**config.mk**
```make
export PLATFORM = sky130hd
export DESIGN_NAME = bfl_datapath
export DESIGN_NICKNAME = d
export VERILOG_FILES = /design/src/sv/bfl_pkg.sv /design/src/sv/bfl_div.sv /design/src/sv/bfl_datapath.sv
export SDC_FILE = /design/constraint.sdc
export NUM_CORES = 2
export LEC_CHECK = 0
export BUFFER_PORTS_ARGS = -buffer_cell sky130_fd_sc_hd__buf_2
export CORE_MARGIN = 2
export CORE_UTILIZATION = 40
export CTS_CLUSTER_SIZE = 30
export DETAILED_ROUTE_END_ITERATION = 10
export HOLD_SLACK_MARGIN = 0.03
export MAX_ROUTING_LAYER = met4
export SLEW_MARGIN = 5
export SYNTH_ARGS = -nofsm -noshare
export SYNTH_HDL_FRONTEND = slang
export SYNTH_SLANG_ARGS = --single-unit
```
**constraint.sdc**
```tcl
create_clock -name clk -period 13.87 [get_ports clk]
set_clock_uncertainty 0.05 [all_clocks]
set_input_delay 2.0805 -clock clk [delete_from_list [all_inputs] [get_ports clk]]
set_output_delay 2.0805 -clock clk [all_outputs]
set_load 0.05 [all_outputs]
```
**src/sv/bfl_pkg.sv**
```systemverilog
// ----------------------------------------------------------------------------
// bfl_pkg
// Shared types and constants of the cubic Bezier flattener.
// ----------------------------------------------------------------------------
package bfl_pkg;

  localparam int COORD_BITS   = 24;
  localparam int FRAC_BITS    = 32;
  localparam int MAX_SEGMENTS = 63;
  localparam int SEG_W        = 6;
  localparam int SEG_RESET    = 16;

  // fixed point accumulators and coefficients
  localparam int FIX_W = 64;
  // numerators up to 6*d3 (d3 bounded by 4 * 2^COORD_BITS)
  localparam int NUM_W = COORD_BITS + 6;
  // divisor up to MAX_SEGMENTS^3
  localparam int DEN_W = 3 * SEG_W;
  // dividend = (|num| << (FRAC_BITS+1)) + den
  localparam int DIV_W     = 64;
  localparam int DIV_RADIX = 4;
  localparam int DIV_CYC   = DIV_W / DIV_RADIX;
  localparam int DIV_CNT_W = $clog2(DIV_CYC);

  // coefficient slots per axis
  localparam int COEF_CNT = 6;
  localparam logic [2:0] COEF_D    = 3'd0;
  localparam logic [2:0] COEF_DD   = 3'd1;
  localparam logic [2:0] COEF_DD2  = 3'd2;
  localparam logic [2:0] COEF_DDD  = 3'd3;
  localparam logic [2:0] COEF_DDD2 = 3'd4;
  localparam logic [2:0] COEF_DDD6 = 3'd5;

  typedef enum logic [1:0] {
    VSEL_START = 2'd0,
    VSEL_MID   = 2'd1,
    VSEL_END   = 2'd2
  } vsel_t;

  typedef struct packed {
    logic signed [COORD_BITS-1:0] start_x;
    logic signed [COORD_BITS-1:0] start_y;
    logic signed [COORD_BITS-1:0] ctrl1_x;
    logic signed [COORD_BITS-1:0] ctrl1_y;
    logic signed [COORD_BITS-1:0] ctrl2_x;
    logic signed [COORD_BITS-1:0] ctrl2_y;
    logic signed [COORD_BITS-1:0] end_x;
    logic signed [COORD_BITS-1:0] end_y;
    logic                         new_shape;
  } in_t;

  typedef struct packed {
    logic signed [COORD_BITS-1:0] vertex_x;
    logic signed [COORD_BITS-1:0] vertex_y;
    logic                         skip;
    logic                         last_of_curve;
  } out_t;

  typedef struct packed {
    logic       load;
    logic       diff;
    logic       cube;
    logic       div_start;
    logic       div_store;
    logic       axis;
    logic [2:0] coef;
    logic       step;
    logic       emit;
    vsel_t      vsel;
  } cmd_t;

  typedef struct packed {
    logic             div_done;
    logic             out_free;
    logic [SEG_W-1:0] seg;
  } sts_t;

endpackage

```
**src/sv/bfl_div.sv**
```systemverilog
// ----------------------------------------------------------------------------
// bfl_div
// Restoring divider, DIV_RADIX quotient bits per cycle, rounded fixed point.
// ----------------------------------------------------------------------------
module bfl_div (
  input  logic                        clk,
  input  logic                        rst_n,
  input  logic                        start,
  input  logic [bfl_pkg::NUM_W-1:0]   mag,
  input  logic [bfl_pkg::DEN_W-1:0]   den,
  output logic                        done,
  output logic [bfl_pkg::DIV_W-1:0]   quot
);
  import bfl_pkg::*;

  logic [DIV_W-1:0]     dvd_r, dvd_nxt;
  logic [DEN_W-1:0]     rem_r, rem_nxt;
  logic [DEN_W-1:0]     den_r;
  logic [DIV_CNT_W-1:0] cnt_r;
  logic                 busy_r;
  logic                 done_r;

  always_comb begin
    logic [DEN_W:0] t;
    dvd_nxt = dvd_r;
    rem_nxt = rem_r;
    for (int i = 0; i < DIV_RADIX; i++) begin
      t       = {rem_nxt, dvd_nxt[DIV_W-1]};
      dvd_nxt = {dvd_nxt[DIV_W-2:0], 1'b0};
      if (t >= {1'b0, den_r}) begin
        rem_nxt    = DEN_W'(t - {1'b0, den_r});
        dvd_nxt[0] = 1'b1;
      end else begin
        rem_nxt = t[DEN_W-1:0];
      end
    end
  end

  always_ff @(posedge clk) begin
    if (!rst_n) begin
      busy_r <= 1'b0;
      done_r <= 1'b0;
      cnt_r  <= '0;
    end else begin
      done_r <= 1'b0;
      if (start) begin
        // bias by den so the halved truncating quotient rounds half up
        dvd_r  <= DIV_W'({mag, {(FRAC_BITS+1){1'b0}}}) + DIV_W'(den);
        rem_r  <= '0;
        den_r  <= den;
        cnt_r  <= '0;
        busy_r <= 1'b1;
      end else if (busy_r) begin
        dvd_r <= dvd_nxt;
        rem_r <= rem_nxt;
        cnt_r <= cnt_r + 1'b1;
        if (cnt_r == DIV_CNT_W'(DIV_CYC - 1)) begin
          busy_r <= 1'b0;
          done_r <= 1'b1;
        end
      end
    end
  end

  assign done = done_r;
  // halve: the dividend carries one extra fraction bit
  assign quot = {1'b0, dvd_r[DIV_W-1:1]};

endmodule

```
**src/sv/bfl_datapath.sv**
```systemverilog
// ----------------------------------------------------------------------------
// bfl_datapath
// Control points, difference coefficients, accumulators and result register.
// ----------------------------------------------------------------------------
module bfl_datapath (
  input  logic                        clk,
  input  logic                        rst_n,
  input  bfl_pkg::cmd_t               cmd,
  output bfl_pkg::sts_t               sts,
  input  bfl_pkg::in_t                in_data,
  input  logic                        cfg_valid,
  input  logic [bfl_pkg::SEG_W-1:0]   cfg_data,
  output logic                        out_valid,
  input  logic                        out_ready,
  output bfl_pkg::out_t               out_data
);
  import bfl_pkg::*;

  localparam int IP_W = FIX_W - FRAC_BITS + 1;

  logic [SEG_W-1:0]   seg_r;
  logic [SEG_W-1:0]   n_r;
  logic [2*SEG_W-1:0] n2_r;
  logic [DEN_W-1:0]   n3_r;
  in_t                pt_r;

  logic signed [NUM_W-1:0] d1_r [2];
  logic signed [NUM_W-1:0] d2_r [2];
  logic signed [NUM_W-1:0] d3_r [2];
  logic [FIX_W-1:0]        acc_r [2];
  logic [FIX_W-1:0]        coef_r [2][COEF_CNT];
  logic                    neg_r;

  logic signed [COORD_BITS-1:0] last_x_r, last_y_r;
  logic                         have_last_r;
  logic                         out_valid_r;
  out_t                         out_r;

  logic signed [NUM_W-1:0] num;
  logic [NUM_W-1:0]        mag;
  logic [DEN_W-1:0]        den;
  logic                    div_done;
  logic [DIV_W-1:0]        quot;

  function automatic logic signed [NUM_W-1:0] sx(input logic signed [COORD_BITS-1:0] c);
    return {{(NUM_W-COORD_BITS){c[COORD_BITS-1]}}, c};
  endfunction

  // fixed point to integer, half away from zero, saturated
  function automatic logic signed [COORD_BITS-1:0] fix_round(input logic [FIX_W-1:0] v);
    logic             neg;
    logic [FIX_W-1:0] m;
    logic [IP_W-1:0]  ip;
    neg = v[FIX_W-1];
    m   = neg ? (~v + 1'b1) : v;
    ip  = IP_W'(m[FIX_W-1:FRAC_BITS]) + IP_W'(m[FRAC_BITS-1]);
    if (neg) begin
      if (ip > (IP_W'(1) << (COORD_BITS-1))) begin
        return {1'b1, {(COORD_BITS-1){1'b0}}};
      end
      return COORD_BITS'(~ip + 1'b1);
    end
    if (ip > ((IP_W'(1) << (COORD_BITS-1)) - 1'b1)) begin
      return {1'b0, {(COORD_BITS-1){1'b1}}};
    end
    return COORD_BITS'(ip);
  endfunction

  // numerator and divisor of the current coefficient
  always_comb begin
    logic signed [NUM_W-1:0] d1, d2, d3;
    d1 = d1_r[cmd.axis];
    d2 = d2_r[cmd.axis];
    d3 = d3_r[cmd.axis];
    num = d3;
    den = n3_r;
    unique case (cmd.coef)
      COEF_D:    begin num = (d1 <<< 1) + d1; den = DEN_W'(n_r);  end
      COEF_DD:   begin num = (d2 <<< 2) + (d2 <<< 1); den = DEN_W'(n2_r); end
      COEF_DD2:  begin num = (d2 <<< 1) + d2; den = DEN_W'(n2_r); end
      COEF_DDD:  begin num = (d3 <<< 2) + (d3 <<< 1); end
      COEF_DDD2: begin num = (d3 <<< 1) + d3; end
      default:   begin num = d3; end
    endcase
    mag = num[NUM_W-1] ? NUM_W'(-num) : NUM_W'(num);
  end

  bfl_div u_div (
    .clk   (clk),
    .rst_n (rst_n),
    .start (cmd.div_start),
    .mag   (mag),
    .den   (den),
    .done  (div_done),
    .quot  (quot)
  );

  // vertex to emit and its skip flag
  logic signed [COORD_BITS-1:0] vx, vy;
  logic                         skip;
  always_comb begin
    unique case (cmd.vsel)
      VSEL_START: begin vx = pt_r.start_x; vy = pt_r.start_y; end
      VSEL_MID:   begin vx = fix_round(acc_r[0]); vy = fix_round(acc_r[1]); end
      default:    begin vx = pt_r.end_x; vy = pt_r.end_y; end
    endcase
    skip = have_last_r && (vx == last_x_r) && (vy == last_y_r);
  end

  always_ff @(posedge clk) begin
    if (!rst_n) begin
      seg_r       <= SEG_W'(SEG_RESET);
      have_last_r <= 1'b0;
      last_x_r    <= '0;
      last_y_r    <= '0;
      out_valid_r <= 1'b0;
    end else begin
      if (cfg_valid) begin
        seg_r <= cfg_data;
      end
      if (cmd.load && in_data.new_shape) begin
        have_last_r <= 1'b0;
      end
      if (cmd.emit) begin
        out_valid_r <= 1'b1;
        if (!skip) begin
          last_x_r    <= vx;
          last_y_r    <= vy;
          have_last_r <= 1'b1;
        end
      end else if (out_ready) begin
        out_valid_r <= 1'b0;
      end
    end
  end

  always_ff @(posedge clk) begin
    if (cmd.load) begin
      pt_r <= in_data;
      if (seg_r == '0) begin
        n_r <= SEG_W'(1);
      end else if (seg_r > SEG_W'(MAX_SEGMENTS)) begin
        n_r <= SEG_W'(MAX_SEGMENTS);
      end else begin
        n_r <= seg_r;
      end
    end
    if (cmd.diff) begin
      n2_r     <= n_r * n_r;
      d1_r[0]  <= sx(pt_r.ctrl1_x) - sx(pt_r.start_x);
      d1_r[1]  <= sx(pt_r.ctrl1_y) - sx(pt_r.start_y);
      d2_r[0]  <= sx(pt_r.start_x) - (sx(pt_r.ctrl1_x) <<< 1) + sx(pt_r.ctrl2_x);
      d2_r[1]  <= sx(pt_r.start_y) - (sx(pt_r.ctrl1_y) <<< 1) + sx(pt_r.ctrl2_y);
      d3_r[0]  <= ((sx(pt_r.ctrl1_x) - sx(pt_r.ctrl2_x)) <<< 1)
                  + (sx(pt_r.ctrl1_x) - sx(pt_r.ctrl2_x))
                  + sx(pt_r.end_x) - sx(pt_r.start_x);
      d3_r[1]  <= ((sx(pt_r.ctrl1_y) - sx(pt_r.ctrl2_y)) <<< 1)
                  + (sx(pt_r.ctrl1_y) - sx(pt_r.ctrl2_y))
                  + sx(pt_r.end_y) - sx(pt_r.start_y);
      acc_r[0] <= {{(FIX_W-COORD_BITS-FRAC_BITS){pt_r.start_x[COORD_BITS-1]}},
                   pt_r.start_x, {FRAC_BITS{1'b0}}};
      acc_r[1] <= {{(FIX_W-COORD_BITS-FRAC_BITS){pt_r.start_y[COORD_BITS-1]}},
                   pt_r.start_y, {FRAC_BITS{1'b0}}};
    end
    if (cmd.cube) begin
      n3_r <= n2_r * n_r;
    end
    if (cmd.div_start) begin
      neg_r <= num[NUM_W-1];
    end
    if (cmd.div_store) begin
      coef_r[cmd.axis][cmd.coef] <= neg_r ? (~quot + 1'b1) : quot;
    end
    if (cmd.step) begin
      for (int a = 0; a < 2; a++) begin
        acc_r[a] <= acc_r[a] + coef_r[a][COEF_D] + coef_r[a][COEF_DD2]
                    + coef_r[a][COEF_DDD6];
        coef_r[a][COEF_D]   <= coef_r[a][COEF_D] + coef_r[a][COEF_DD]
                               + coef_r[a][COEF_DDD2];
        coef_r[a][COEF_DD]  <= coef_r[a][COEF_DD] + coef_r[a][COEF_DDD];
        coef_r[a][COEF_DD2] <= coef_r[a][COEF_DD2] + coef_r[a][COEF_DDD2];
      end
    end
    if (cmd.emit) begin
      out_r.vertex_x      <= vx;
      out_r.vertex_y      <= vy;
      out_r.skip          <= skip;
      out_r.last_of_curve <= (cmd.vsel == VSEL_END);
    end
  end

  assign sts.div_done = div_done;
  assign sts.out_free = !out_valid_r || out_ready;
  assign sts.seg      = n_r;
  assign out_valid    = out_valid_r;
  assign out_data     = out_r;

endmodule

```
==> run_results.csv <==
group,metric,value,unit
synth,synth_top_family_by_area,"adder cells",
floorplan,die_w,551,microns
route,detail_route.vias_per_cell,5.92,
run_status,status,"complete, but fails checks",
timing,max_clock_freq,0.0776,GHz
final_layout,finalNonFillerCells,16400,
clock_network,cts-hold-fix-buffers,0,
route,drt_iter0_drc,10100,
clock_network,cts_root_buf,"clkbuf_16",
floorplan,io_pins,275,
floorplan,die_h,551,microns
timing,fin_ws,991,ps
synth,synthAdderAreaFrac,19.4,%
global_routing,grt-ovfl-total,0,
synth,syn-num-nets,13500,
clock_network,cts_buffers,183,
worst_setup_path,cpLargestDelayFamily,"compound AO/OA/AOI/OAI gates",
route,drc_errors,0,
final_layout,nets,14000,
route,wl,436000,microns
route,avgRoutedWirePerCell,26.6,microns
job,cap_violations,1,
floorplan,core-area,299000,sq um
floorplan,start_util,40.1,%
worst_setup_path,crit_type,"reg -> reg",
synth,netlist_instances,11800,
route,ant_nets,0,
global_routing,antenna_found_initial,48,
route,firstDrtPassIters,8,
timing,fin_crit_sh,92.9,%
clock_network,cts_tree,"done",
placement,dp_hpwl,349000,microns
synth,ys_ff_latch,1498,
worst_setup_path,cp_num_buf_inv,10,
synth,ys_types,107,
worst_setup_path,slowest_delay,370,ps
timing,hold_violations,0,
synth,yosys_warnings,0,
global_routing,grt_pass1_wl,633000,microns
clock_network,cts_buffer_depth,4,
synth,seq_area_frac_synth,37.0,%
floorplan,num_rows,201,
final_layout,area_delta_synth_final,11.8,%
worst_setup_path,crit_path_max_fanout,6,
global_routing,grt_pass1_vias,94400,
synth,syn_area,120000,sq um
synth,synth-simple-area-share,13.2,%
clock_network,clk_latency,910,ps
worst_setup_path,worstPathRequired,14490,ps
route,num_vias,97000,
synth,synth_ff_type,"edfxtp_1",
timing,finalMaxSlewViolations,4,
worst_setup_path,cp_common_cell,"o21ai_2",
clock_network,cts_sinks,1498,
timing,relSlewSlack,-8.83,%
final_layout,final_common_cell,"edfxtp_1",
timing,setup_viol,0,
floorplan,dieArea,304000,sq um
placement,dp_slack,-1860,ps
synth,async_reset_ff_share,0,%
timing,worstMarginPinSlew,1620,ps
placement,placedCellCount,16000,
synth,avgSynthCellArea,10.2,sq um
worst_setup_path,worstPathArrival,13500,ps
worst_setup_path,slowest_stage,"a221o_1",
final_layout,mostFrequentLayoutCells,"edfxtp_1 (1436), ha_1 (917), inv_1 (875)",
run_status,failed_checks,"max-capacitance violations, max-slew violations",
synth,synth_edf_count,1436,
worst_setup_path,cp-start-kind,"flop",
final_layout,drive_above_1_share,10.2,%
synth,synth_compound_area_share,17.9,%
synth,synth_xor_area_share,6.85,%
hold_path,min_path_type,"reg -> reg",
global_routing,grt_max_degree,85,
placement,place_congestion,0.984,
global_routing,gr-usage-all-layers,28.9,%
synth,synthMuxAreaShare,1.66,%
clock_network,ctsHtreeMaxLevel,4,
clock_network,path_clk_slew,60,ps
timing,fin_crit,12880,ps
placement,io_buffers,274,
worst_setup_path,endpoint_kind,"flop",
## through the flow
step / area, sq um / hold slack [ps] / setup TNS [ps] / util, %
global placement: 128000 / 402 / -33070 / 42.8
global route: 134000 / 433 / -101 / 44.8
floorplan: 120000 / 400 / 0 / -
finish: 134000 / 413 / 0 / 44.8
detailed placement: 128000 / 404 / -32070 / 42.8
CTS: 134000 / 415 / 0 / 44.8
## per-layer routing
metal / vias to the layer above / global-route usage (%) / part of all wire, %
li1: 44200 / - / -
met1: 48100 / 41.4 / 46
met4: 0 / 8.76 / 3.3
met3: 645 / 3.89 / 7.8
met5: - / - / 0
met2: 4051 / 42.3 / 43
## kinds of logic (layout without fill, tap and decap cells)
group / Yosys count / in the layout
AO/OA/AOI/OAI: 3256 / 3256
AND/OR/NAND/NOR: 3169 / 3169
adder cells (fa/ha/maj): 1507 / 1507
flip-flops: 1498 / 1498
buffers and inverters: 1247 / 1858
XOR/XNOR: 937 / 937
multiplexers: 177 / 177
other: 2 / 17
## flip-flops by register name, indices dropped and copies added (netlist names), 24 cells and up
name and cells:
d1_r 50, last_y_r 24, pt_r 192, u_div.dvd_r 64, last_x_r 24, acc_r 128
coef_r 768, d3_r 58, d2_r 54, out_data 50
## area by class of cell
| type | count | area (sq um) |
|---|---|---|
| antenna | 15 | 37.5 |
| clock buffer | 219 | 4830 |
| clock inverter | 113 | 1190 |
| fill | 28100 | 165000 |
| inverter | 881 | 3310 |
| multi-input combinational | 9048 | 71200 |
| sequential | 1498 | 44400 |
| tap | 3958 | 4950 |
| timing repair buffer | 645 | 4230 |
## synthesized netlist by cell type, types with 98 or more instances
| master | count | area share (%) |
|---|---|---|
| a31oi_1 | 126 | 0.66 |
| nor2_1 | 794 | 2.5 |
| a21o_1 | 626 | 3.9 |
| nor2b_1 | 151 | 0.79 |
| a21oi_1 | 741 | 3.1 |
| o21bai_1 | 98 | 0.61 |
| o21a_1 | 117 | 0.73 |
| nor3_1 | 230 | 0.96 |
| fa_1 | 590 | 9.9 |
| nand4_1 | 156 | 0.81 |
| mux2_2 | 135 | 1.3 |
| inv_1 | 875 | 2.7 |
| nand2_1 | 757 | 2.4 |
| xor2_1 | 293 | 2.1 |
| clkbuf_1 | 309 | 0.97 |
| ha_1 | 917 | 9.6 |
| o21ai_0 | 655 | 2.7 |
| and2_1 | 139 | 0.73 |
| xnor2_1 | 643 | 4.7 |
| and3_1 | 112 | 0.58 |
| nand2b_1 | 163 | 0.85 |
| nand3_1 | 237 | 0.99 |
| edfxtp_1 | 1436 | 36 |
## worst paths after layout
check / startpoint / to / slack, ps / depth (start not counted)
worst min register to register: seg_r[1]$_SDFFE_PN0P_ / n_r[1]$_SDFFCE_PP0P_ / 410 / 0
worst max-delay path: u_div.den_r[1]$_DFFE_PP_ / u_div.rem_r[17]$_SDFFCE_PP0P_ / 990 / 74
worst max register to register: u_div.den_r[1]$_DFFE_PP_ / u_div.rem_r[17]$_SDFFCE_PP0P_ / 990 / 74
worst min-delay path: seg_r[1]$_SDFFE_PN0P_ / n_r[1]$_SDFFCE_PP0P_ / 410 / 0
## timing repair
action / 4_1_cts / 5_1_grt
pin swaps: 4 / 11
resized for setup: 26 / 24
endpoints found under the setup margin: 19 / 19
setup buffers: 2 / 5
Power is not shown: default switching activity piles up to over one toggle a cycle in this logic, so the estimate is an artifact.
