--- src/sv/bfl_pkg.sv ---
// ----------------------------------------------------------------------------
// bfl_pkg
// Shared types and constants of the cubic Bezier flattener.
// ----------------------------------------------------------------------------
package bfl_pkg;

  localparam int COORD_BITS   = 24;
  localparam int FRAC_BITS    = 32;
  localparam int MAX_SEGMENTS = 63;
  localparam int SEG_W        = 6;
  localparam int SEG_RESET    = 16;

  // fixed point accumulators and coefficients
  localparam int FIX_W = 64;
  // numerators up to 6*d3 (d3 bounded by 4 * 2^COORD_BITS)
  localparam int NUM_W = COORD_BITS + 6;
  // divisor up to MAX_SEGMENTS^3
  localparam int DEN_W = 3 * SEG_W;
  // dividend = (|num| << (FRAC_BITS+1)) + den
  localparam int DIV_W     = 64;
  localparam int DIV_RADIX = 4;
  localparam int DIV_CYC   = DIV_W / DIV_RADIX;
  localparam int DIV_CNT_W = $clog2(DIV_CYC);

  // coefficient slots per axis
  localparam int COEF_CNT = 6;
  localparam logic [2:0] COEF_D    = 3'd0;
  localparam logic [2:0] COEF_DD   = 3'd1;
  localparam logic [2:0] COEF_DD2  = 3'd2;
  localparam logic [2:0] COEF_DDD  = 3'd3;
  localparam logic [2:0] COEF_DDD2 = 3'd4;
  localparam logic [2:0] COEF_DDD6 = 3'd5;

  typedef enum logic [1:0] {
    VSEL_START = 2'd0,
    VSEL_MID   = 2'd1,
    VSEL_END   = 2'd2
  } vsel_t;

  typedef struct packed {
    logic signed [COORD_BITS-1:0] start_x;
    logic signed [COORD_BITS-1:0] start_y;
    logic signed [COORD_BITS-1:0] ctrl1_x;
    logic signed [COORD_BITS-1:0] ctrl1_y;
    logic signed [COORD_BITS-1:0] ctrl2_x;
    logic signed [COORD_BITS-1:0] ctrl2_y;
    logic signed [COORD_BITS-1:0] end_x;
    logic signed [COORD_BITS-1:0] end_y;
    logic                         new_shape;
  } in_t;

  typedef struct packed {
    logic signed [COORD_BITS-1:0] vertex_x;
    logic signed [COORD_BITS-1:0] vertex_y;
    logic                         skip;
    logic                         last_of_curve;
  } out_t;

  typedef struct packed {
    logic       load;
    logic       diff;
    logic       cube;
    logic       div_start;
    logic       div_store;
    logic       axis;
    logic [2:0] coef;
    logic       step;
    logic       emit;
    vsel_t      vsel;
  } cmd_t;

  typedef struct packed {
    logic             div_done;
    logic             out_free;
    logic [SEG_W-1:0] seg;
  } sts_t;

endpackage

--- src/sv/bfl_ctrl.sv ---
// ----------------------------------------------------------------------------
// bfl_ctrl
// Sequencer: setup, coefficient divisions, vertex emission.
// ----------------------------------------------------------------------------
module bfl_ctrl (
  input  logic          clk,
  input  logic          rst_n,
  input  logic          in_valid,
  output logic          in_ready,
  output bfl_pkg::cmd_t cmd,
  input  bfl_pkg::sts_t sts
);
  import bfl_pkg::*;

  typedef enum logic [8:0] {
    S_IDLE  = 9'b000000001,
    S_DIFF  = 9'b000000010,
    S_CUBE  = 9'b000000100,
    S_DGO   = 9'b000001000,
    S_DWAIT = 9'b000010000,
    S_START = 9'b000100000,
    S_STEP  = 9'b001000000,
    S_MID   = 9'b010000000,
    S_END   = 9'b100000000
  } state_t;

  state_t           state_r, state_nxt;
  logic             axis_r, axis_nxt;
  logic [2:0]       coef_r, coef_nxt;
  logic [SEG_W-1:0] step_r, step_nxt;

  always_comb begin
    state_nxt = state_r;
    axis_nxt  = axis_r;
    coef_nxt  = coef_r;
    step_nxt  = step_r;
    cmd       = '0;
    cmd.axis  = axis_r;
    cmd.coef  = coef_r;
    cmd.vsel  = VSEL_START;
    in_ready  = 1'b0;
    unique case (state_r)
      S_IDLE: begin
        in_ready = 1'b1;
        if (in_valid) begin
          cmd.load  = 1'b1;
          state_nxt = S_DIFF;
        end
      end
      S_DIFF: begin
        cmd.diff  = 1'b1;
        state_nxt = S_CUBE;
      end
      S_CUBE: begin
        cmd.cube  = 1'b1;
        axis_nxt  = 1'b0;
        coef_nxt  = COEF_D;
        state_nxt = (sts.seg == SEG_W'(1)) ? S_START : S_DGO;
      end
      S_DGO: begin
        cmd.div_start = 1'b1;
        state_nxt     = S_DWAIT;
      end
      S_DWAIT: begin
        if (sts.div_done) begin
          cmd.div_store = 1'b1;
          state_nxt     = S_DGO;
          if (coef_r == COEF_DDD6) begin
            coef_nxt = COEF_D;
            axis_nxt = 1'b1;
            if (axis_r) begin
              state_nxt = S_START;
            end
          end else begin
            coef_nxt = coef_r + 1'b1;
          end
        end
      end
      S_START: begin
        step_nxt = SEG_W'(1);
        if (sts.out_free) begin
          cmd.emit  = 1'b1;
          state_nxt = (sts.seg == SEG_W'(1)) ? S_END : S_STEP;
        end
      end
      S_STEP: begin
        cmd.step  = 1'b1;
        state_nxt = S_MID;
      end
      S_MID: begin
        cmd.vsel = VSEL_MID;
        if (sts.out_free) begin
          cmd.emit = 1'b1;
          if (step_r == sts.seg - 1'b1) begin
            state_nxt = S_END;
          end else begin
            step_nxt  = step_r + 1'b1;
            state_nxt = S_STEP;
          end
        end
      end
      S_END: begin
        cmd.vsel = VSEL_END;
        if (sts.out_free) begin
          cmd.emit  = 1'b1;
          state_nxt = S_IDLE;
        end
      end
      default: state_nxt = S_IDLE;
    endcase
  end

  always_ff @(posedge clk) begin
    if (!rst_n) begin
      state_r <= S_IDLE;
      axis_r  <= 1'b0;
      coef_r  <= COEF_D;
      step_r  <= '0;
    end else begin
      state_r <= state_nxt;
      axis_r  <= axis_nxt;
      coef_r  <= coef_nxt;
      step_r  <= step_nxt;
    end
  end

endmodule

--- config.mk ---
export PLATFORM = sky130hd
export DESIGN_NAME = bfl_ctrl
export DESIGN_NICKNAME = d
export VERILOG_FILES = /design/src/sv/bfl_pkg.sv /design/src/sv/bfl_ctrl.sv
export SDC_FILE = /design/constraint.sdc
export NUM_CORES = 1
export LEC_CHECK = 0
export ABC_CLOCK_PERIOD_IN_PS = 1700
export BUFFER_PORTS_ARGS = -buffer_cell sky130_fd_sc_hd__buf_2
export CAP_MARGIN = 20
export CELL_PAD_IN_SITES_DETAIL_PLACEMENT = 1
export CELL_PAD_IN_SITES_GLOBAL_PLACEMENT = 2
export CORE_ASPECT_RATIO = 1.5
export CORE_MARGIN = 1
export CORE_UTILIZATION = 29
export CTS_CLUSTER_DIAMETER = 200
export DETAILED_ROUTE_END_ITERATION = 6
export MAX_ROUTING_LAYER = met4
export PLACE_DENSITY = 0.78
export SKIP_LAST_GASP = 1
export SLEW_MARGIN = 40
export SYNTH_ARGS = -nofsm -noshare
export SYNTH_HDL_FRONTEND = slang
export SYNTH_SLANG_ARGS = --single-unit
--- constraint.sdc ---
create_clock -name clk -period 1.7 [get_ports clk]
set_input_delay 0.17 -clock clk [delete_from_list [all_inputs] [get_ports clk]]
set_output_delay 0.17 -clock clk [all_outputs]
set_load 0.02 [all_outputs]
==> run summary, run 1 <==
Area contributors post-synth: dfxtp_1, nor2_1, nand3_1
Pwr dens: 437 nW/um^2
Root Buffer: clkbuf_8
Net count after synthesis: 194
Die height: 87.2 um
CP max stage cell: or4_4
Sw power: 311 uW
Layout cells sized above 1: 0.558
Max_slew headroom: 0.653
Core footprint: 4580 um^2
Worst r2r path cells: 8
CP delay by family, top: simple AND/OR/NAND/NOR gates
Register area share after synthesis: 0.271
N_diodes: 0
GRT Residual Overflow: 0
H-tree Lvls: 1
Post-layout util: 0.530
Dpl cell area: 1930 um^2
Crit path depth: 6
Top cell type's share of synthesized area: 0.271
Die Width: 58.8 um
Via count: 1672
GP Congestion: 0.890
Critical path arrival: 1.99 ns
CTS Sinks: 19
Total power: 1.06 mW
Crit-path cells: or4_4 > nor4_4 > and3b_2 > inv_1 > a21boi_2 > buf_4
Power Internal: 750 uW
First-pass GRT wire length: 8490 um
Combinational share of power: 0.262
Drt wl/cell: 16.3 um
Crit start category: register
Gate Count Post-Synth: 180
Placed Instances: 303
Reg clk slew, reported paths: 0.09 ns
WP buf/inv: 2
Total CTS buffers: 3
RSZ-0062 raised after global routing: yes
Endpoint class of the critical path: primary output
Max Cap Violations: 0
Final setup violation count: 26
# IOs: 25
Share of power burned in the clock network: 0.310
Drt initial violations: 52
CP required: 1.53 ns
DRT Pass-1 Iters: 4
Tmin final: 2.16 ns
Deepest clock path buffer count: 2
Switch share: 0.293
Dominant synthesized flop cell: dfxtp_1
Via density: 5.16
Setup TNS: -6.38 ns
Run status: finished, violations left
Final hold viol count: 0
Post-synth EDFFs: 0
YS warnings: 0
Asr flop ratio synth: 0
Seq cells post-synth: 19
Cell taking the most area after synthesis: dfxtp_1
Worst Hold Depth: 2
Largest net degree at the start of global routing: 14
Clk_lat worst skew: 0.26 ns
Sequential Power Share: 0.428
Final hold slack: 0.170 ns
Hold Path Class: input port to register
Nets: 275
Fmax: 463 MHz
Starting Density: 0.307
Final wirelength: 5280 um
Std-Cell Rows: 30
CTS tree: done
Remaining DRCs: 0
Worst vdd ir: 0.324 mV
Design area: 2420 um^2
IO buf count: 24
Leakage Power: 1.03 nW
Post-DRT Antenna Nets: 0
Slew @ Worst Pin: 0.520 ns
Failing checks: negative setup slack
Vias in the first global route: 1934
Syn_area_per_cell: 7.80 um^2
CP Class: register to primary output
Max Transition Viols Final: 0
Worst slack, placed: -0.388 ns
Total die area: 5130 um^2
Initial antenna violation count: 0
Final period util: 1.27
Post-Syn Area: 1400 um^2
Synth cell types: 53
Total GRT Usage: 0.225
CP max FO: 4
Final setup margin: -0.461 ns
Clock skew: 0.0125 ns
Layout Cells excl Fill: 324
DP HPWL: 3930 um
Area growth syn-to-layout: 72.7%
CP peak stage delay: 0.59 ns
[worst paths after layout]
path              startpoint         end  slack [ns]
setup / recovery  state_r[3]      cmd[2]       -0.46
hold / removal         rst_n  state_r[0]        0.17
setup reg to reg  state_r[3]   coef_r[2]       -0.36
hold reg to reg    coef_r[1]   coef_r[1]        0.58
[layer usage]
metal / vias to the layer above / part of all wire / GRT usage
met5: - / 0 / -
met4: 0 / 0.034 / 0.117
met3: 14 / 0.016 / 0.0208
met2: 30 / 0.60 / 0.455
met1: 813 / 0.35 / 0.192
li1: 815 / - / -
[final cells by class]
type	count	area [um^2]
sequential	19	385
inverter	14	65.1
tap	64	80.1
multi-input combinational	139	1150
timing repair buffer	84	692
clock buffer	3	41.3
fill	559	2150
clock inverter	1	7.51
[flip-flops by register name (all words and copies together), names as in the netlist]
name     count
axis_r       1
step_r       6
state_r      9
coef_r       3
[synthesized netlist by cell type, drive strengths merged, types with 3 or more instances]
| cell | n |
|---|---|
| nand2 | 11 |
| mux2i | 3 |
| nand3 | 11 |
| nor4b | 3 |
| nor3 | 3 |
| nor2 | 24 |
| nor4 | 3 |
| nor3b | 3 |
| buf | 6 |
| a22oi | 3 |
| nand2b | 3 |
| ha | 3 |
| nand3b | 4 |
| or4 | 6 |
| inv | 13 |
| xor2 | 5 |
| and2 | 3 |
| a21oi | 8 |
| dfxtp | 19 |
| o211ai | 4 |
| o21ai | 8 |
[worst reg2reg max path, cell delays in order, from the launching register on]
cell      delay, ns
dfxtp_2        0.33
or4_4          0.59
nor4_4         0.23
nand4b_1       0.19
buf_6          0.17
buf_6          0.12
nor3b_4        0.18
a22oi_1        0.09
nor2_1         0.10
[logic make-up (layout without fill, tap and decap cells)]
group,count (synthesis),count (layout),synth area share
buffers and inverters,22,102,0.0668
multiplexers,3,3,0.0214
AO/OA/AOI/OAI,40,40,0.191
flip-flops,19,19,0.271
adder cells (fa/ha/maj),3,3,0.0267
AND/OR/NAND/NOR,86,86,0.380
XOR/XNOR,7,7,0.0437
[cell usage in the layout (no fill, tap or decap), types with 4 or more instances in the layout]
| master | instances |
|---|---|
| a21oi_2 | 5 |
| buf_2 | 15 |
| buf_4 | 45 |
| buf_6 | 23 |
| dfxtp_1 | 15 |
| dfxtp_2 | 4 |
| inv_1 | 9 |
| nand2_1 | 9 |
| nand3_1 | 5 |
| nand3_2 | 5 |
| nand3b_1 | 4 |
| nor2_1 | 16 |
| nor2_2 | 5 |
| o211ai_1 | 4 |
| or4_4 | 5 |
| xor2_1 | 5 |
[power by group through the flow]
stage / sequential, mW / combinational (mW) / clock, mW
floorplan: 0.467 / 0.106 / 0
global placement: 0.463 / 0.199 / 0
global route: 0.454 / 0.297 / 0.354
finish: 0.454 / 0.278 / 0.329
CTS: 0.454 / 0.261 / 0.341
detailed placement: 0.464 / 0.210 / 0
[what timing repair did]
action,CTS,global route
pin swaps,22,15
hold buffers,0,0
endpoints found under the hold margin,0,0
setup endpoints to repair,27,27
resized for setup,62,26
setup buffers,17,6
Note: power is estimated with default switching activity, not from simulation.
==> run 2: changes to the inputs <==
--- a/config.mk
+++ b/config.mk
@@ -14,9 +14,10 @@
 export CORE_MARGIN = 1
 export CORE_UTILIZATION = 29
 export CTS_CLUSTER_DIAMETER = 200
+export CTS_CLUSTER_SIZE = 12
 export DETAILED_ROUTE_END_ITERATION = 6
 export MAX_ROUTING_LAYER = met4
-export PLACE_DENSITY = 0.78
+export PLACE_DENSITY = 0.73
 export SKIP_LAST_GASP = 1
 export SLEW_MARGIN = 40
 export SYNTH_ARGS = -nofsm -noshare
==> run 2 against run 1 <==
  * The flow still finishes with violations (negative setup slack)
  * Critical path depth stayed put
  * Worst setup slack better by 0.051 ns
  * Count of clock-buffer cells in the layout is 1 higher
  * Clock skew is 0.0091 ns lower
  * Core utilization is 3.3 points higher
  * Total power is 6.0% higher
  * Via count is 5.1% higher
  * Cell count is 4.0% higher
  * Register-to-register slack hardly changed
  * Final area is 6.1% higher
  * Combinational power is 21% higher
  * Largest cell class unchanged
  * Highest routed layer unchanged
==> run summary, run 2 (same netlist as run 1, synthesis figures left out) <==
Clk_lat worst skew: 0.26 ns (about the same)
Max Cap Violations: 0 (unchanged)
CP max FO: 3 (-1)
Die Width: 58.8 um (unchanged)
Deepest clock path buffer count: 2 (unchanged)
Multi-input gate area: 1190 um^2 (+2.9%)
Via count: 1757 (+5.1%)
Final setup margin: -0.410 ns (+0.0513 ns)
Run status: finished, violations left
Fill cell count: 554 (-0.89%)
Total power: 1.12 mW (+6.0%)
Leakage Power: 1.12 nW (+8.5%)
Hold Path Class: input port to register
DP HPWL: 3960 um (+0.71%)
Final hold slack: 0.204 ns (+0.0336 ns)
Max Transition Viols Final: 0 (unchanged)
CP required: 1.53 ns (about the same)
Die height: 87.2 um (unchanged)
Initial antenna violation count: 0 (unchanged)
Pwr dens: 437 nW/um^2 (-0.17%)
H-tree Lvls: 1 (unchanged)
N_diodes: 0 (unchanged)
Total die area: 5130 um^2 (unchanged)
Final period util: 1.24 (-0.0302)
Most common cell after layout, fill and taps aside: buf_4
Crit-path cells: or4_4 > nor4_4 > and3b_2 > inv_1 > a21boi_2 > buf_4
Vias in the first global route: 1923 (-0.57%)
Flip-flop count of the largest register after layout: 9 (unchanged)
First-pass GRT wire length: 9030 um (+6.4%)
Crit start category: register
Slew @ Worst Pin: 0.462 ns (-0.0587 ns)
Drt initial violations: 66 (+27%)
CTS tree: done
# IOs: 25 (unchanged)
CP max stage cell: or4_4
Clock skew: 0.00332 ns (-0.00913 ns)
Power Internal: 787 uW (+5.0%)
Sequential Power Share: 0.403 (-0.025)
Total CTS buffers: 3 (unchanged)
Drt wl/cell: 17.3 um (+6.0%)
Fmax: 474 MHz (+2.4%)
Core footprint: 4580 um^2 (unchanged)
Failing checks: negative setup slack
# hold bufs at CTS: 0 (unchanged)
Largest net degree at the start of global routing: 11 (-3)
Nets: 288 (+4.7%)
Reg with most FFs: state_r
Commonest non-fill, non-tap cells in the layout: buf_4, buf_6, nor2_1, buf_2, dfxtp_1
Total GRT Usage: 0.241 (+0.0167)
Max_slew headroom: 0.691 (+0.0381)
Reg clk slew, reported paths: 0.08 ns (about the same)
Starting Density: 0.307 (unchanged)
Dpl cell area: 2010 um^2 (+4.4%)
Endpoint class of the critical path: primary output
Register area: 388 um^2 (+0.65%)
Area growth syn-to-layout: 83.3%
Sw power: 337 uW (+8.2%)
RSZ-0062 raised after global routing: yes
Via density: 5.21 (+1.0%)
Critical path arrival: 1.94 ns (-0.05 ns)
CP Class: register to primary output
Share of power burned in the clock network: 0.297 (-0.013)
Final setup violation count: 27 (+3.8%)
DRT Pass-1 Iters: 4 (unchanged)
Combinational share of power: 0.300 (+0.038)
IO buf count: 24 (unchanged)
Remaining DRCs: 0 (unchanged)
Tmin final: 2.11 ns (-0.0513 ns)
GRT Residual Overflow: 0 (unchanged)
Design area: 2570 um^2 (+6.1%)
CTS Sinks: 19 (unchanged)
Layout cells sized above 1: 0.586 (+0.0284)
GP Congestion: 0.831 (-6.6%)
Setup TNS: -6.36 ns (+0.0172 ns)
Std-Cell Rows: 30 (unchanged)
Final hold viol count: 0 (unchanged)
Biggest regs: state_r x9, step_r x6, coef_r x3
Final wirelength: 5820 um (+10%)
Switch share: 0.300 (+0.00626)
Post-DRT Antenna Nets: 0 (unchanged)
Root Buffer: clkbuf_8
Worst vdd ir: 0.363 mV (+12%)
CP peak stage delay: 0.58 ns (about the same)
==> run 2: worst max-delay path: cells and delay by family (launching register included) <==
| kind | cells | cell delay [ns] |
|---|---|---|
| AOI/OAI and AO/OA | 1 | 0.13 |
| buffers and inverters | 2 | 0.21 |
| and+or+nand+nor | 3 | 1.01 |
| DFF | 1 | 0.33 |
==> run 2: through the flow <==
step / setup WS [ns] / cells / util
after floorplan: -0.143 / 180 / -
after global placement: -0.279 / 311 / 0.440
after detailed placement: -0.394 / 311 / 0.440
after CTS: -0.408 / 328 / 0.525
after global routing: -0.495 / 337 / 0.562
final: -0.410 / 337 / 0.562
==> run 2: path summary, 6_finish.rpt <==
path              cells past startpoint       start         end  slack (ns)
setup / recovery                      6  state_r[3]      cmd[2]       -0.41
hold / removal                        2       rst_n  state_r[0]        0.20
setup reg to reg                      8  state_r[3]   coef_r[2]       -0.37
hold reg to reg                       2   coef_r[1]   coef_r[1]        0.58
==> run 2: timing repair <==
item                                    4_1_cts  5_1_grt
gates resized for setup                      66       24
endpoints found under the setup margin       27       27
cloned                                        1        0
pin swaps                                    20       20
buffers inserted                             15       13
==> run 2: area by class of cell <==
class                   count  area share
multi-input cells         139       0.461
repair buffers             97       0.315
flip-flops and latches     19       0.151
well taps                  64      0.0311
inverters                  14      0.0243
clock buffers               4      0.0175
==> run 2: per-layer routing <==
layer | GRT usage | vias to the layer above | share of wire
met4 | 0.0952 | 0 | 0.034
li1 | - | 841 | -
met5 | - | - | 0
met2 | 0.471 | 40 | 0.58
met1 | 0.230 | 861 | 0.37
met3 | 0.0297 | 15 | 0.023
==> run 2: power groups by stage <==
stage	Combinational [mW]	Clock (mW)	Sequential [mW]
floorplan	0.106	0	0.467
global placement	0.209	0	0.463
detailed placement	0.220	0	0.464
CTS	0.309	0.341	0.453
global route	0.359	0.367	0.453
finish	0.337	0.334	0.453
==> run 3: changes to the inputs <==
--- a/config.mk
+++ b/config.mk
@@ -5,19 +5,19 @@
 export SDC_FILE = /design/constraint.sdc
 export NUM_CORES = 1
 export LEC_CHECK = 0
-export ABC_CLOCK_PERIOD_IN_PS = 1700
+export ABC_CLOCK_PERIOD_IN_PS = 2490
 export BUFFER_PORTS_ARGS = -buffer_cell sky130_fd_sc_hd__buf_2
 export CAP_MARGIN = 20
 export CELL_PAD_IN_SITES_DETAIL_PLACEMENT = 1
 export CELL_PAD_IN_SITES_GLOBAL_PLACEMENT = 2
 export CORE_ASPECT_RATIO = 1.5
 export CORE_MARGIN = 1
-export CORE_UTILIZATION = 29
+export CORE_UTILIZATION = 34
 export CTS_CLUSTER_DIAMETER = 200
 export CTS_CLUSTER_SIZE = 12
 export DETAILED_ROUTE_END_ITERATION = 6
 export MAX_ROUTING_LAYER = met4
-export PLACE_DENSITY = 0.73
+export PLACE_DENSITY = 0.8
 export SKIP_LAST_GASP = 1
 export SLEW_MARGIN = 40
 export SYNTH_ARGS = -nofsm -noshare
==> constraint.sdc (replaced) <==
create_clock -name clk -period 2.49 [get_ports clk]
set_input_delay 0.249 -clock clk [delete_from_list [all_inputs] [get_ports clk]]
set_output_delay 0.249 -clock clk [all_outputs]
set_load 0.02 [all_outputs]
==> run 3 against run 2 <==
  * The flow now finishes without violations
  * Count of clock-buffer cells in the layout decreased by 1
  * Worst hold slack got worse by 0.0011 ns
  * Sequential power shrank 31%
  * Final area down 37%
  * Flip-flop and latch count unchanged
  * Cell count shrank 26%
  * Critical path depth down 3
  * Combinational power fell by 68%
  * Die area fell by 14%
  * Via count decreased by 18%
  * Largest power group unchanged
==> run summary, run 3 (same netlist as run 1, synthesis figures left out) <==
Worst slack, placed: 0.179 ns (+0.574 ns)
Post-CTS setup buffers: 0 (-15)
Post-DRT Antenna Nets: 0 (unchanged)
Via count: 1432 (-18%)
Total power: 660 uW (-41%)
Deepest clock path buffer count: 2 (unchanged)
Biggest regs: state_r x9, step_r x6, coef_r x3
CTS tree: done
Dpl cell area: 1570 um^2 (-22%)
Clock skew: 0.0125 ns (+0.00915 ns)
Drt initial violations: 21 (-68%)
Final hold slack: 0.203 ns (-0.00111 ns)
Max Transition Viols Final: 0 (unchanged)
Worst R2R End: coef_r[1]
Vias in the first global route: 1488 (-23%)
Remaining DRCs: 0 (unchanged)
Commonest non-fill, non-tap cells in the layout: buf_2, nor2_1, dfxtp_1, inv_1
CP max FO: 6 (+3)
Root Buffer: clkbuf_8
Nets: 219 (-24%)
Layout Cells excl Fill: 249 (-26%)
Flip-flop count of the largest register after layout: 9 (unchanged)
Placed Instances: 245 (-21%)
Total GRT Usage: 0.217 (-0.0246)
N_diodes: 0 (unchanged)
Design area: 1620 um^2 (-37%)
Setup TNS: 0 ns (+6.36 ns)
Leakage Power: 0.666 nW (-41%)
GRT Residual Overflow: 0 (unchanged)
RSZ-0062 raised after global routing: no
Worst Hold Depth: 2 (unchanged)
Hold path startpoint: rst_n
Critical path arrival: 2.09 ns (+0.15 ns)
Worst r2r path cells: 6 (-2)
Crit-path cells: or4_4 > nor4b_1 > buf_2
Final period util: 0.941
Final wirelength: 4190 um (-28%)
Final setup margin: 0.147 ns (+0.557 ns)
Most common cell after layout, fill and taps aside: buf_2
Max_slew headroom: 0.606 (-0.0846)
Hold Path Class: input port to register
# IOs: 25 (unchanged)
GRT met3 Usage: 0.0303 (+0.000585)
Reg clk slew, reported paths: 0.09 ns (about the same)
Run status: finished, final reports clean
Std-Cell Rows: 28 (-6.7%)
H-tree Lvls: 1 (unchanged)
CP required: 2.24 ns (+0.71 ns)
Endpoint class of the critical path: primary output
R2R Setup Slk: 0.38 ns (+0.75 ns)
Slew @ Worst Pin: 0.582 ns (+0.121 ns)
Met1 usage: 0.182 (-0.0485)
CP peak stage delay: 0.62 ns (+0.04 ns)
Final setup violation count: 0 (-100%)
Met2 Track Usage GR: 0.434 (-0.0369)
First-pass GRT wire length: 6690 um (-26%)
Worst Hold Path EP: state_r[0]
CP max stage cell: or4_4
Reg with most FFs: state_r
Initial antenna violation count: 0 (unchanged)
CTS Sinks: 19 (unchanged)
Crit start category: register
# hold bufs at CTS: 0 (unchanged)
Fmax: 427 MHz
RR Startpoint: state_r[0]
Max Cap Violations: 0 (unchanged)
DRT Pass-1 Iters: 4 (unchanged)
Pwr dens: 408 nW/um^2 (-6.6%)
Worst vdd ir: 0.299 mV (-18%)
DP HPWL: 3410 um (-14%)
Via density: 5.75 (+10%)
Die height: 80.7 um (-7.5%)
Drt wl/cell: 16.8 um (-2.7%)
Total CTS buffers: 3 (unchanged)
CP Class: register to primary output
Area growth syn-to-layout: 15.3%
Post-layout util: 0.409 (-0.153)
IO buf count: 24 (unchanged)
Largest net degree at the start of global routing: 14 (+3)
Tmin final: 2.34 ns
Starting Density: 0.355 (+0.0481)
Die Width: 54.5 um (-7.4%)
Total die area: 4400 um^2 (-14%)
GR peak layer: met2
GP Congestion: 0.822 (-1.1%)
Layout cells sized above 1: 0.211 (-0.375)
Final hold viol count: 0 (unchanged)
Clk_lat worst skew: 0.27 ns (about the same)
Post-CTS Resized: 0 (-100%)
Core footprint: 3960 um^2 (-14%)
==> run 3: changes by cell type in the layout (fill, tap and decap cells not counted), moves of 4 or more <==
cell / delta
nor2_1: +5
nand3_1: +5
buf_2: +9
buf_4: -53
nand3_2: -4
buf_6: -21
o21ai_0: +5
inv_1: +5
dfxtp_2: -6
nor2_4: -5
dfxtp_1: +6
==> run 3: how the worst max path moves through the flow <==
stage | end | cells past startpoint | startpoint | slack [ns]
global placement | step_r[3] | 10 | sts[1] | 0.33
floorplan | cmd[2] | 5 | state_r[0] | 0.28
finish | cmd[3] | 3 | state_r[0] | 0.15
CTS | cmd[10] | 6 | state_r[4] | 0.11
global route | cmd[8] | 5 | state_r[0] | 0.009
detailed placement | step_r[3] | 10 | sts[1] | 0.18
==> run 3: critical path, delay by kind of cell, from the launching register on <==
| family | cells | cell delay (ns) |
|---|---|---|
| and+or+nand+nor | 2 | 1.19 |
| buffers and inverters | 1 | 0.27 |
| DFF | 1 | 0.36 |
==> run 3: cell type report <==
class,instances,area [um^2]
clock buffers,3,41.3
clock inverters,1,7.51
fillers,509,2340
inverters,14,53.8
multi-input cells,139,930
flip-flops and latches,19,380
well taps,45,56.3
repair buffers,28,150
==> run 3: report_power, final <==
part	switching, mW	internal [mW]	leakage [nW]
logic	0.0689	0.0404	0.491
registers	0.00456	0.307	0.153
clock network	0.126	0.113	0.0217
total	0.199	0.461	0.666
==> run 3: metal layers <==
metal,up-vias,part of all wire
li1,699,-
met1,697,0.37
met2,25,0.58
met3,11,0.020
met4,0,0.033
met5,-,0
